<file path="src/rtl/dlis_pkg.sv">
// Shared types, constants and tables for the daily light and irrigation scheduler.
`default_nettype none
package dlis_pkg;

   localparam int unsigned MAX_EVENTS  = 24;
   localparam int unsigned EVT_IDX_W   = (MAX_EVENTS > 1) ? $clog2(MAX_EVENTS) : 1;
   localparam int unsigned CNT_W       = 5;
   localparam int unsigned MIN_PER_DAY = 24 * 60;
   localparam int unsigned MS_PER_SEC  = 1000;
   localparam int unsigned MIN_PER_HR  = 60;
   localparam int unsigned EVT_LIMIT   = (MAX_EVENTS < 24) ? MAX_EVENTS : 24;

   // Reciprocal of 1000 scaled by 2^38, rounded up: (x * DIV_K_MUL) >> 38 == x / 1000
   // for every 32-bit x
   localparam logic [28:0] DIV_K_MUL   = 29'd274877907;

   localparam int unsigned REQ_TDATA_W = 56;
   localparam int unsigned RSP_TDATA_W = 64;
   localparam int unsigned CSR_INDEX_W = 8;
   localparam int unsigned CSR_DATA_W  = 17;

   // Configuration reset values
   localparam logic [16:0] LIGHT_MIN_RST  = 17'd43200;
   localparam logic [4:0]  IRR_COUNT_RST  = 5'd3;
   localparam logic [15:0] IRR_DUR_RST    = 16'd60;
   localparam logic [4:0]  IRR_HOUR_RST   = 5'd6;

   typedef enum logic [CSR_INDEX_W-1:0] {
      REG_LIGHT_MIN  = 8'd0,
      REG_IRR_COUNT  = 8'd1,
      REG_IRR_DUR    = 8'd2,
      REG_IRR_HOUR   = 8'd3
   } reg_index_type;

   typedef enum logic [2:0] {
      ST_IDLE,
      ST_DIVIDE,
      ST_ACCUM,
      ST_DAY,
      ST_EVENTS,
      ST_FINISH
   } state_type;

   // Minutes between evenly spaced events for a given event count
   function automatic logic [10:0] event_interval(input logic [4:0] count);
      logic [10:0] ivl;
      case (count)
         5'd1:    ivl = 11'(MIN_PER_DAY / 1);
         5'd2:    ivl = 11'(MIN_PER_DAY / 2);
         5'd3:    ivl = 11'(MIN_PER_DAY / 3);
         5'd4:    ivl = 11'(MIN_PER_DAY / 4);
         5'd5:    ivl = 11'(MIN_PER_DAY / 5);
         5'd6:    ivl = 11'(MIN_PER_DAY / 6);
         5'd7:    ivl = 11'(MIN_PER_DAY / 7);
         5'd8:    ivl = 11'(MIN_PER_DAY / 8);
         5'd9:    ivl = 11'(MIN_PER_DAY / 9);
         5'd10:   ivl = 11'(MIN_PER_DAY / 10);
         5'd11:   ivl = 11'(MIN_PER_DAY / 11);
         5'd12:   ivl = 11'(MIN_PER_DAY / 12);
         5'd13:   ivl = 11'(MIN_PER_DAY / 13);
         5'd14:   ivl = 11'(MIN_PER_DAY / 14);
         5'd15:   ivl = 11'(MIN_PER_DAY / 15);
         5'd16:   ivl = 11'(MIN_PER_DAY / 16);
         5'd17:   ivl = 11'(MIN_PER_DAY / 17);
         5'd18:   ivl = 11'(MIN_PER_DAY / 18);
         5'd19:   ivl = 11'(MIN_PER_DAY / 19);
         5'd20:   ivl = 11'(MIN_PER_DAY / 20);
         5'd21:   ivl = 11'(MIN_PER_DAY / 21);
         5'd22:   ivl = 11'(MIN_PER_DAY / 22);
         5'd23:   ivl = 11'(MIN_PER_DAY / 23);
         5'd24:   ivl = 11'(MIN_PER_DAY / 24);
         default: ivl = 11'd0;
      endcase
      return ivl;
   endfunction

endpackage
`default_nettype wire

</file>
<file path="src/rtl/daily_light_and_irrigation_scheduler.sv">
// Top level of the daily light and irrigation scheduler: sequencer and shared datapath.
//
//  channel | dir | handshake          | payload
//  --------+-----+--------------------+-----------------------------------------------
//  req     | in  | req_tvalid/tready  | req_tdata: tick (time stamp, lights, calendar)
//  rsp     | out | rsp_tvalid/tready  | rsp_tdata: relay, lights enforce, day history
//  csr     | in  | csr_valid/ready    | csr_index, csr_data: register write
//
// A tick passes from accept to the earliest result beat and to the next accept through
// these steps: one reciprocal multiply for the divide by 1000 of the elapsed milliseconds,
// one accumulate step, one day-change step, one step per irrigation event through the
// shared compare and add unit and one output load step. The first tick or an unchanged
// time stamp go straight to the output load; an invalid clock skips day change and events.
// req_tready is high only while the sequencer is idle; a result held in the output
// register does not stall the next accept, only the next result.
// Reset is synchronous and clears all control state; no clearing pass is needed.
`default_nettype none
module daily_light_and_irrigation_scheduler (
   input  wire logic                                 clock,
   input  wire logic                                 reset,
   input  wire logic                                 req_tvalid,
   output logic                                      req_tready,
   // [31:0] now_ms, [32] lights_on, [33] time_valid, [42:34] day_of_year,
   // [47:43] hour_of_day, [53:48] minute_of_hour, [55:54] zero
   input  wire logic [dlis_pkg::REQ_TDATA_W-1:0]     req_tdata,
   output logic                                      rsp_tvalid,
   input  wire logic                                 rsp_tready,
   // [0] relay_on, [1] relay_off, [2] lights_enforce, [19:3] lights_hold_sec,
   // [20] history_valid, [29:21] history_day, [61:30] history_light_sec, [63:62] zero
   output logic [dlis_pkg::RSP_TDATA_W-1:0]          rsp_tdata,
   input  wire logic                                 csr_valid,
   output logic                                      csr_ready,
   input  wire logic [dlis_pkg::CSR_INDEX_W-1:0]     csr_index,
   input  wire logic [dlis_pkg::CSR_DATA_W-1:0]      csr_data
);
   import dlis_pkg::*;

   // Sequencer
   state_type            state_ff, state_in;
   logic [CNT_W-1:0]     cnt_ff, cnt_in;

   // Configuration registers
   logic [16:0]          light_min_ff;
   logic [4:0]           irr_count_ff;
   logic [15:0]          irr_dur_ff;
   logic [4:0]           irr_hour_ff;

   // Latched tick fields
   logic [31:0]          now_ff;
   logic                 lights_ff;
   logic                 tvalid_ff;
   logic [8:0]           day_ff;
   logic [10:0]          now_min_ff;

   // Persistent state
   logic                 started_ff;
   logic [31:0]          last_tick_ff;
   logic [31:0]          total_ff;
   logic                 day_known_ff;
   logic [8:0]           last_day_ff;
   logic [MAX_EVENTS-1:0] fired_known_ff;
   logic [MAX_EVENTS-1:0] armed_ff;
   logic [8:0]           fired_day_ff [MAX_EVENTS];
   logic [31:0]          deadline_ff  [MAX_EVENTS];

   // Shared datapath registers
   logic [31:0]          quo_ff, quo_in;
   logic [25:0]          dur_ms_ff;
   logic [10:0]          acc_min_ff, acc_min_in;

   // Result under construction and output register
   logic                 res_on_ff, res_off_ff, res_enf_ff, res_hist_ff;
   logic [16:0]          res_hold_ff;
   logic [8:0]           res_hday_ff;
   logic [31:0]          res_hsec_ff;
   logic                 rsp_valid_ff;
   logic [RSP_TDATA_W-1:0] rsp_data_ff;

   // Decoded input fields
   logic [31:0]          in_now;
   logic                 in_lights;
   logic                 in_tvalid;
   logic [8:0]           in_day;
   logic [4:0]           in_hour;
   logic [5:0]           in_minute;
   logic [31:0]          in_delta;
   logic                 req_beat;
   logic                 csr_beat;

   // Datapath helpers
   logic [60:0]          div_prod;
   logic [32:0]          sat_sum;
   logic                 day_change;
   logic                 below_min;
   logic [EVT_IDX_W-1:0] evt;
   logic                 evt_last;
   logic                 evt_fire;
   logic                 evt_off;
   logic [31:0]          evt_gap;
   logic [11:0]          acc_next;
   logic                 finish_go;

   assign in_now    = req_tdata[31:0];
   assign in_lights = req_tdata[32];
   assign in_tvalid = req_tdata[33];
   assign in_day    = req_tdata[42:34];
   assign in_hour   = req_tdata[47:43];
   assign in_minute = req_tdata[53:48];
   assign in_delta  = in_now - last_tick_ff;

   assign req_tready = (state_ff == ST_IDLE);
   assign req_beat   = req_tvalid & req_tready;
   assign csr_ready  = 1'b1;
   assign csr_beat   = csr_valid & csr_ready;
   assign rsp_tvalid = rsp_valid_ff;
   assign rsp_tdata  = rsp_data_ff;

   // Whole seconds by reciprocal multiply: load the delta, then replace it by the quotient
   assign div_prod = {29'd0, quo_ff} * {32'd0, DIV_K_MUL};
   always_comb begin
      case (state_ff)
         ST_IDLE:   quo_in = in_delta;
         ST_DIVIDE: quo_in = {9'd0, div_prod[60:38]};
         default:   quo_in = quo_ff;
      endcase
   end

   // Saturating light total and day checks
   assign sat_sum    = {1'b0, total_ff} + {1'b0, quo_ff};
   assign day_change = !day_known_ff || (last_day_ff != day_ff);
   assign below_min  = (total_ff < {15'd0, light_min_ff});

   // One irrigation event per cycle through the shared compare and add
   assign evt      = cnt_ff[EVT_IDX_W-1:0];
   assign evt_last = (cnt_ff == irr_count_ff - 5'd1);
   assign evt_fire = !(fired_known_ff[evt] && (fired_day_ff[evt] == day_ff))
                     && (acc_min_ff == now_min_ff);
   assign evt_gap  = now_ff - deadline_ff[evt];
   assign evt_off  = !evt_fire && armed_ff[evt] && !evt_gap[31];
   assign acc_next = {1'b0, acc_min_ff} + {1'b0, event_interval(irr_count_ff)};
   assign acc_min_in = (acc_next >= 12'(MIN_PER_DAY))
                       ? 11'(acc_next - 12'(MIN_PER_DAY)) : acc_next[10:0];

   assign finish_go = !rsp_valid_ff || rsp_tready;

   // Next state
   always_comb begin
      state_in = state_ff;
      case (state_ff)
         ST_IDLE: begin
            if (req_beat) begin
               if (!started_ff || (in_delta == 32'd0)) begin
                  state_in = ST_FINISH;
               end else begin
                  state_in = ST_DIVIDE;
               end
            end
         end
         ST_DIVIDE: begin
            state_in = ST_ACCUM;
         end
         ST_ACCUM: begin
            state_in = tvalid_ff ? ST_DAY : ST_FINISH;
         end
         ST_DAY: begin
            state_in = (irr_count_ff == 5'd0) ? ST_FINISH : ST_EVENTS;
         end
         ST_EVENTS: begin
            if (evt_last) begin
               state_in = ST_FINISH;
            end
         end
         ST_FINISH: begin
            if (finish_go) begin
               state_in = ST_IDLE;
            end
         end
         default: state_in = ST_IDLE;
      endcase
   end

   // Step counter
   always_comb begin
      case (state_ff)
         ST_EVENTS: cnt_in = cnt_ff + CNT_W'(1);
         default:   cnt_in = '0;
      endcase
   end

   // Sequencer and control registers
   always_ff @(posedge clock) begin
      if (reset) begin
         state_ff       <= ST_IDLE;
         cnt_ff         <= '0;
         started_ff     <= 1'b0;
         last_tick_ff   <= '0;
         total_ff       <= '0;
         day_known_ff   <= 1'b0;
         last_day_ff    <= '0;
         fired_known_ff <= '0;
         armed_ff       <= '0;
         rsp_valid_ff   <= 1'b0;
         light_min_ff   <= LIGHT_MIN_RST;
         irr_count_ff   <= IRR_COUNT_RST;
         irr_dur_ff     <= IRR_DUR_RST;
         irr_hour_ff    <= IRR_HOUR_RST;
      end else begin
         state_ff <= state_in;
         cnt_ff   <= cnt_in;

         // Record the first tick, advance the time stamp on later ones
         if (req_beat) begin
            if (!started_ff) begin
               started_ff   <= 1'b1;
               last_tick_ff <= in_now;
               if (in_tvalid) begin
                  day_known_ff <= 1'b1;
                  last_day_ff  <= in_day;
               end
            end else if (in_delta != 32'd0) begin
               last_tick_ff <= in_now;
            end
         end

         // Accumulate whole seconds while lights are on
         if ((state_ff == ST_ACCUM) && lights_ff) begin
            total_ff <= sat_sum[32] ? 32'hFFFF_FFFF : sat_sum[31:0];
         end

         // Close the day
         if ((state_ff == ST_DAY) && day_change) begin
            total_ff       <= '0;
            day_known_ff   <= 1'b1;
            last_day_ff    <= day_ff;
            fired_known_ff <= '0;
         end

         // Fire or expire one event
         if (state_ff == ST_EVENTS) begin
            if (evt_fire) begin
               armed_ff[evt]       <= 1'b1;
               fired_known_ff[evt] <= 1'b1;
            end else if (evt_off) begin
               armed_ff[evt] <= 1'b0;
            end
         end

         // Hold the result until the sink takes the beat
         if ((state_ff == ST_FINISH) && finish_go) begin
            rsp_valid_ff <= 1'b1;
         end else if (rsp_tready) begin
            rsp_valid_ff <= 1'b0;
         end

         // Register writes; accepted irrigation writes drop all fired and armed marks
         if (csr_beat) begin
            case (csr_index)
               REG_LIGHT_MIN: light_min_ff <= csr_data[16:0];
               REG_IRR_COUNT: begin
                  if (csr_data[4:0] <= 5'(EVT_LIMIT)) begin
                     irr_count_ff   <= csr_data[4:0];
                     fired_known_ff <= '0;
                     armed_ff       <= '0;
                  end
               end
               REG_IRR_DUR: begin
                  if (csr_data[15:0] != 16'd0) begin
                     irr_dur_ff     <= csr_data[15:0];
                     fired_known_ff <= '0;
                     armed_ff       <= '0;
                  end
               end
               REG_IRR_HOUR: begin
                  irr_hour_ff    <= (csr_data[4:0] >= 5'd24) ? csr_data[4:0] - 5'd24
                                                             : csr_data[4:0];
                  fired_known_ff <= '0;
                  armed_ff       <= '0;
               end
               default: ;
            endcase
         end
      end
   end

   // Datapath registers
   always_ff @(posedge clock) begin
      quo_ff <= quo_in;

      if (req_beat) begin
         now_ff      <= in_now;
         lights_ff   <= in_lights;
         tvalid_ff   <= in_tvalid;
         day_ff      <= in_day;
         now_min_ff  <= 11'({6'd0, in_hour} * 11'(MIN_PER_HR)) + {5'd0, in_minute};
         res_on_ff   <= 1'b0;
         res_off_ff  <= 1'b0;
         res_enf_ff  <= 1'b0;
         res_hold_ff <= '0;
         res_hist_ff <= 1'b0;
         res_hday_ff <= '0;
         res_hsec_ff <= '0;
      end

      // Relay on-time in milliseconds for this tick
      if (state_ff == ST_ACCUM) begin
         dur_ms_ff <= 26'({10'd0, irr_dur_ff} * 26'(MS_PER_SEC));
      end

      // Report the finished day and enforce the light minimum
      if (state_ff == ST_DAY) begin
         acc_min_ff <= 11'({6'd0, irr_hour_ff} * 11'(MIN_PER_HR));
         if (day_change) begin
            if (day_known_ff) begin
               res_hist_ff <= 1'b1;
               res_hday_ff <= last_day_ff;
               res_hsec_ff <= total_ff;
            end
            if (below_min) begin
               res_enf_ff  <= 1'b1;
               res_hold_ff <= light_min_ff - total_ff[16:0];
            end
         end
      end

      if (state_ff == ST_EVENTS) begin
         acc_min_ff <= acc_min_in;
         if (evt_fire) begin
            res_on_ff <= 1'b1;
         end
         if (evt_off) begin
            res_off_ff <= 1'b1;
         end
      end

      // Load the output register
      if ((state_ff == ST_FINISH) && finish_go) begin
         rsp_data_ff <= {2'b00, res_hsec_ff, res_hday_ff, res_hist_ff, res_hold_ff,
                         res_enf_ff, res_off_ff, res_on_ff};
      end
   end

   // Per-event stores
   always_ff @(posedge clock) begin
      if ((state_ff == ST_EVENTS) && evt_fire) begin
         fired_day_ff[evt] <= day_ff;
         deadline_ff[evt]  <= now_ff + {6'd0, dur_ms_ff};
      end
   end

endmodule
`default_nettype wire

</file>
<file path="config.mk">
export PLATFORM = sky130hd
export DESIGN_NAME = daily_light_and_irrigation_scheduler
export DESIGN_NICKNAME = d
export VERILOG_FILES = /design/src/rtl/dlis_pkg.sv /design/src/rtl/daily_light_and_irrigation_scheduler.sv
export SDC_FILE = /design/constraint.sdc
export NUM_CORES = 2
export LEC_CHECK = 0
export BUFFER_PORTS_ARGS = -buffer_cell sky130_fd_sc_hd__buf_2
export CAP_MARGIN = 20
export CORE_MARGIN = 4
export CORE_UTILIZATION = 44
export CTS_CLUSTER_SIZE = 10
export DETAILED_ROUTE_END_ITERATION = 12
export MAX_ROUTING_LAYER = met4
export PLACE_DENSITY = 0.66
export SLEW_MARGIN = 20
export SYNTH_ARGS = -nofsm -noshare
export SYNTH_HDL_FRONTEND = slang
export SYNTH_SLANG_ARGS = --single-unit
</file>
<file path="constraint.sdc">
create_clock -name clock -period 19.5 [get_ports clock]
set_input_delay 1.95 -clock clock [delete_from_list [all_inputs] [get_ports clock]]
set_output_delay 1.95 -clock clock [all_outputs]
set_load 0.02 [all_outputs]
</file>
; Word level (Yosys, flattened, before mapping)
; Memory sizes are Yosys's and may differ from the RTL's. A register that Yosys moved wholly into a read port is not among the register bits.
; Index checks and enable logic that the tools add are counted.
; Widths: inputs -> output; s select.
[op_classes]
n_addsub = 11
multipliers = 4
order_cmp = 6
n_eq_ne = 17
muxes = 78
bitwise = 6
reduce_logical = 38
[ops]
columns = op, n
row1 = $mux 24, 13
row2 = $mux 32, 7
row3 = $pmux 24 s3, 2
row4 = $mux 9, 8
row5 = $mux 17, 4
row6 = $pmux 32 s2, 1
row7 = $sub 32x32->32, 2
row8 = $mul 32x29->61 const B, 1
row9 = $or 24x24->24, 2
row10 = $add 32x32->33, 1
row11 = $mux 11, 3
row12 = $add 32x26->32, 1
row13 = $logic_not 32->1, 1
row14 = $lt 32x17->1, 1
row15 = $reduce_bool 32->1, 1
row16 = $mux 1, 26
row17 = $mux 5, 5
row18 = $and 24x24->24, 1
row19 = $not 24->24, 1
row20 = $mul 16x7->23 const B, 1
row21 = $mul 5x4->9 const B, 2
row22 = $pmux 3 s6, 1
row23 = $sub 17x17->17, 1
row24 = $eq 8x2->1 const B, 2
row25 = other kinds (37), 72
[word_totals]
regBits = 419
mem_bits_rw = 984
rom_bits = 352
in_bits = 86
output_inout_bits = 67
wordCells = 193
memories = 3
[mem_list]
columns = memory, depth, word_bits, read_ports, rd_ports_with_merged_regs, write_ports, line_no
row1 = deadline_ff, 24, 32, 1, 1, 1, daily_light_and_irrigation_scheduler.sv:64  ; logic [31:0] deadline_ff [MAX_EVENTS];
row2 = (no name shown), 32, 11, 1, 1, 0, dlis_pkg.sv:47  ; case (count)
row3 = fired_day_ff, 24, 9, 1, 1, 1, daily_light_and_irrigation_scheduler.sv:63  ; logic [8:0] fired_day_ff [MAX_EVENTS];

; Depth between registers and ports, before layout
[logic_depth]
ltp_word = 14
depth_mapped = 27
depth_no_buf = 27

; Worst setup path before layout
; No wires, ideal clock.
[synth_path]
path_type = reg-to-reg
start = register quo_ff[16]
end = register quo_ff[17], data pin
setup_time_ns = 0.267
arrival_ns = 6.916
required_ns = 19.233
setup_slack_ns = 12.317
stages_incl_launch_ff = 26
path_buffers = 0
synth_period_minus_slack_ns = 7.183
path_cell_list = edfxtp_1 > ha_1 > fa_1 > fa_1 > inv_1 > fa_1 > inv_1 > fa_1 > fa_1 > fa_1 > inv_1 > fa_1 > inv_1 > ha_1 > and4_1 > nand4_1 > nor4_1 > o2111ai_1 > a21oi_1 > o211ai_1 > o31ai_1 > nand3_1 > a311oi_1 > a21oi_1 > xor2_1 > o21ai_0
[synth_between]
elab_chain_len = 2
[synth_rtl]
columns = element, line_no
row1 = start: declaration, daily_light_and_irrigation_scheduler.sv:67  ; logic [31:0] quo_ff, quo_in;
row2 = start signal: assignment, daily_light_and_irrigation_scheduler.sv:287  ; quo_ff <= quo_in;
row3 = $mul 32x29->61, daily_light_and_irrigation_scheduler.sv:119  ; assign div_prod = {29'd0, quo_ff} * {32'd0, DIV_K_MUL};
row4 = $pmux 32 s2, daily_light_and_irrigation_scheduler.sv:121  ; case (state_ff)
row5 = named net quo_in[17], daily_light_and_irrigation_scheduler.sv:67
; The timed path passes the listed nets, and every way through them passes these cells.
; A chain may end at the register's enable or synchronous reset.

; Worst setup path after layout
[layout_path]
start = register quo_ff[24]
end = register quo_ff[17], data pin
; The elaborated chain is that of the path after synthesis.

==> results.toml <==
[status]
status = "complete, no violations"

[die]
die_area_mm2 = 0.181
core_mm2 = 0.174
start_util_pct = 44.2
rows = 153
fp.dieH_um = 426
dieWidth_um = 426
io_pins = 153

[place]
dp_hpwl_um = 133000
gp_congestion = 0.944
port_buffers = 147

[yosys]
async_reset_ff_share_pct = 0
synth_edf_count = 1166
ys_seq_area_share_pct = 52.0
yosysMostFrequentCell = "edfxtp_1"
synth.avg_cell_area_um2 = 13.8
yosys.area.top_type_share_pct = 45.6
syn-instance-count = 5556
synth_warnings = 0
ys_top_cells_by_area = "edfxtp_1 46%, ha_1 10%, fa_1 9.7%"
yosysTopAreaCell = "edfxtp_1"
synth.distinct_cells = 85
netlist_area_mm2 = 0.0769
synth-seq-cells = 1414
synthFlopType = "edfxtp_1"
synth_commonest_cells = "1166 x edfxtp_1, 726 x inv_1, 642 x ha_1"

[cts]
cts_resized = 0
clk_pin_slew_ns = 0.06
tritoncts_num_sinks = 1414
cts_hold_buffers = 0
cts_inserted_buffers = 161
cts_tree = "yes"
clk_path_buf_depth = 3
clk_latency_ns = 0.78
cts_setup_buffers = 0
cts_root_buf = "clkbuf_16"
cts-htree-levels = 4

[routing]
vias = 46100
drt-initial-drc-count = 4030
top_layer = "met4"
detail_route.wl_per_cell_um = 23.7
drtPass1Iterations = 5
postRouteAntennaNets = 0
vias_per_cell = 5.61
wl_um = 195000
drc = 0
dr_wl_met3_um = 10900
dr_wl_met2_um = 98200
wl_met1_um = 77300

[sta]
slew_headroom_pct = 28.1
tightest_slew_ns = 1.08
finalCriticalPeriod_ns = 9.55
timing.final.crit_share_pct = 49.0
rsz0062_at_grt = "false"
clock.fmax_mhz = 105
finalSetupViolCount = 0
finalHoldViolations = 0
skew_ns = 0.0399
setup_tns_ns = 0
slew_viol_final = 0

[global_route]
grt_pass1_vias = 47400
grt_first_pass_wirelength_um = 296000
antenna_found_initial = 42
grtUsageTotal_pct = 22.3
grt_max_degree = 106
gr-total-overflow = 0

[setup_path]
worst_ep_arrival_time_ns = 10.03
worstSetupStartpointType = "flop"
worstPathMaxFanout = 11
setup.worst_path.end_class = "flop"
required_ns = 19.98
worstSetupPathType = "reg2reg"

[worst_hold_path]
holdCritPathClass = "reg2reg"

[cells_and_area]
syn2layout_area_growth_pct = 11.3
drive_above_1_share_pct = 14.1
nets = 6885

[job]
drv_cap = 0
critical path, cell delays in order, from the launching register on:
cell and delay, ns:
edfxtp_1 1.01, ha_1 0.42, fa_1 0.40, fa_1 0.54
inv_1 0.06, fa_1 0.50, inv_1 0.06, fa_1 0.50
inv_1 0.05, fa_1 0.48, inv_1 0.06, fa_1 0.52
inv_1 0.05, fa_1 0.38, inv_1 0.06, ha_1 0.11
and3_1 0.15, nand4_1 0.20, nor4_1 0.93, o2111ai_1 0.22
a21oi_1 0.47, o211ai_1 0.25, o31ai_1 0.73, nand3_1 0.20
a311oi_1 0.41, a21oi_1 0.15, xor2_1 0.19, o21ai_0 0.14
logic make-up after synthesis:
kind of cell               share of synthesized area (%)
xor gates and xnor gates                            2.14
muxes                                               8.67
other                                            0.00977
DFF                                                 52.0
buffers and inverters                               4.54
adders and majority gates                           20.1
and+or+nand+nor                                     5.00
AOI/OAI and AO/OA                                   7.49
sequential cells by signal, indices dropped and copies added, names as in the netlist, 16 cells and up, named ones only:
register and count:
res_hold_ff 17, last_tick_ff 32, now_ff 32, light_min_ff 17, deadline_ff 768, dur_ms_ff 23, quo_ff 32, rsp_tdata 62
irr_dur_ff 16, fired_day_ff 216, total_ff 32, armed_ff 24, fired_known_ff 24, res_hsec_ff 32
cells in the final DEF (no fill, tap or decap), types with 106 or more instances in the layout:
| cell | synthesis | routed |
|---|---|---|
| edfxtp_1 | 1166 | 1166 |
| inv_1 | 726 | 722 |
| ha_1 | 642 | 642 |
| fa_1 | 372 | 372 |
| a21oi_1 | 259 | 258 |
| mux4_2 | 254 | 254 |
| nand2_1 | 249 | 248 |
| dfxtp_1 | 248 | 244 |
| o21ai_0 | 173 | 173 |
| clkbuf_16 | 0 | 162 |
| nor2_1 | 183 | 158 |
| buf_2 | 7 | 146 |
| xnor2_1 | 114 | 114 |
| nand3_1 | 109 | 108 |
| buf_4 | 4 | 106 |
through the flow:
step	std cells	utilization (%)	hold slack, ns	instance area [um2]	setup slack, ns
2_1_floorplan	5557	-	0.408	76900	12.32
3_3_place_gp	7947	46.5	0.415	80900	9.84
3_5_place_dp	7947	46.5	0.416	80900	9.78
4_1_cts	8178	49.1	0.429	85400	9.75
5_1_grt	8202	49.2	0.442	85500	9.56
6_report	8210	49.2	0.428	85500	9.95
layer usage:
metal / GRT usage (%) / up-vias
li1: - / 20800
met1: 27.6 / 23500
met2: 37.3 / 1405
met3: 3.04 / 361
met4: 8.65 / 0
met5: - / -
worst paths after layout:
check,slack [ns],endpoint,startpoint,depth (start not counted)
setup / recovery,9.95,quo_ff[17]$_DFFE_PP_,quo_ff[24]$_SDFFCE_PN0P_,27
hold / removal,0.43,rsp_tdata[24]$_DFFE_PP_,res_hday_ff[3]$_DFF_P_,0
setup reg to reg,9.95,quo_ff[17]$_DFFE_PP_,quo_ff[24]$_SDFFCE_PN0P_,27
hold reg to reg,0.43,rsp_tdata[24]$_DFFE_PP_,res_hday_ff[3]$_DFF_P_,0
final cells by class:
type	instances	area [um2]
Fill cell	14900	88300
Sequential cell	1414	40000
Multi-Input combinational cell	3227	33700
Clock buffer	213	4250
Tap cell	2325	2910
Inverter	727	2730
Timing Repair Buffer	254	1570
Clock inverter	18	304
Antenna cell	32	80.1
Power is not shown: default switching activity piles up to over one toggle a cycle in this logic, so the estimate is an artifact.
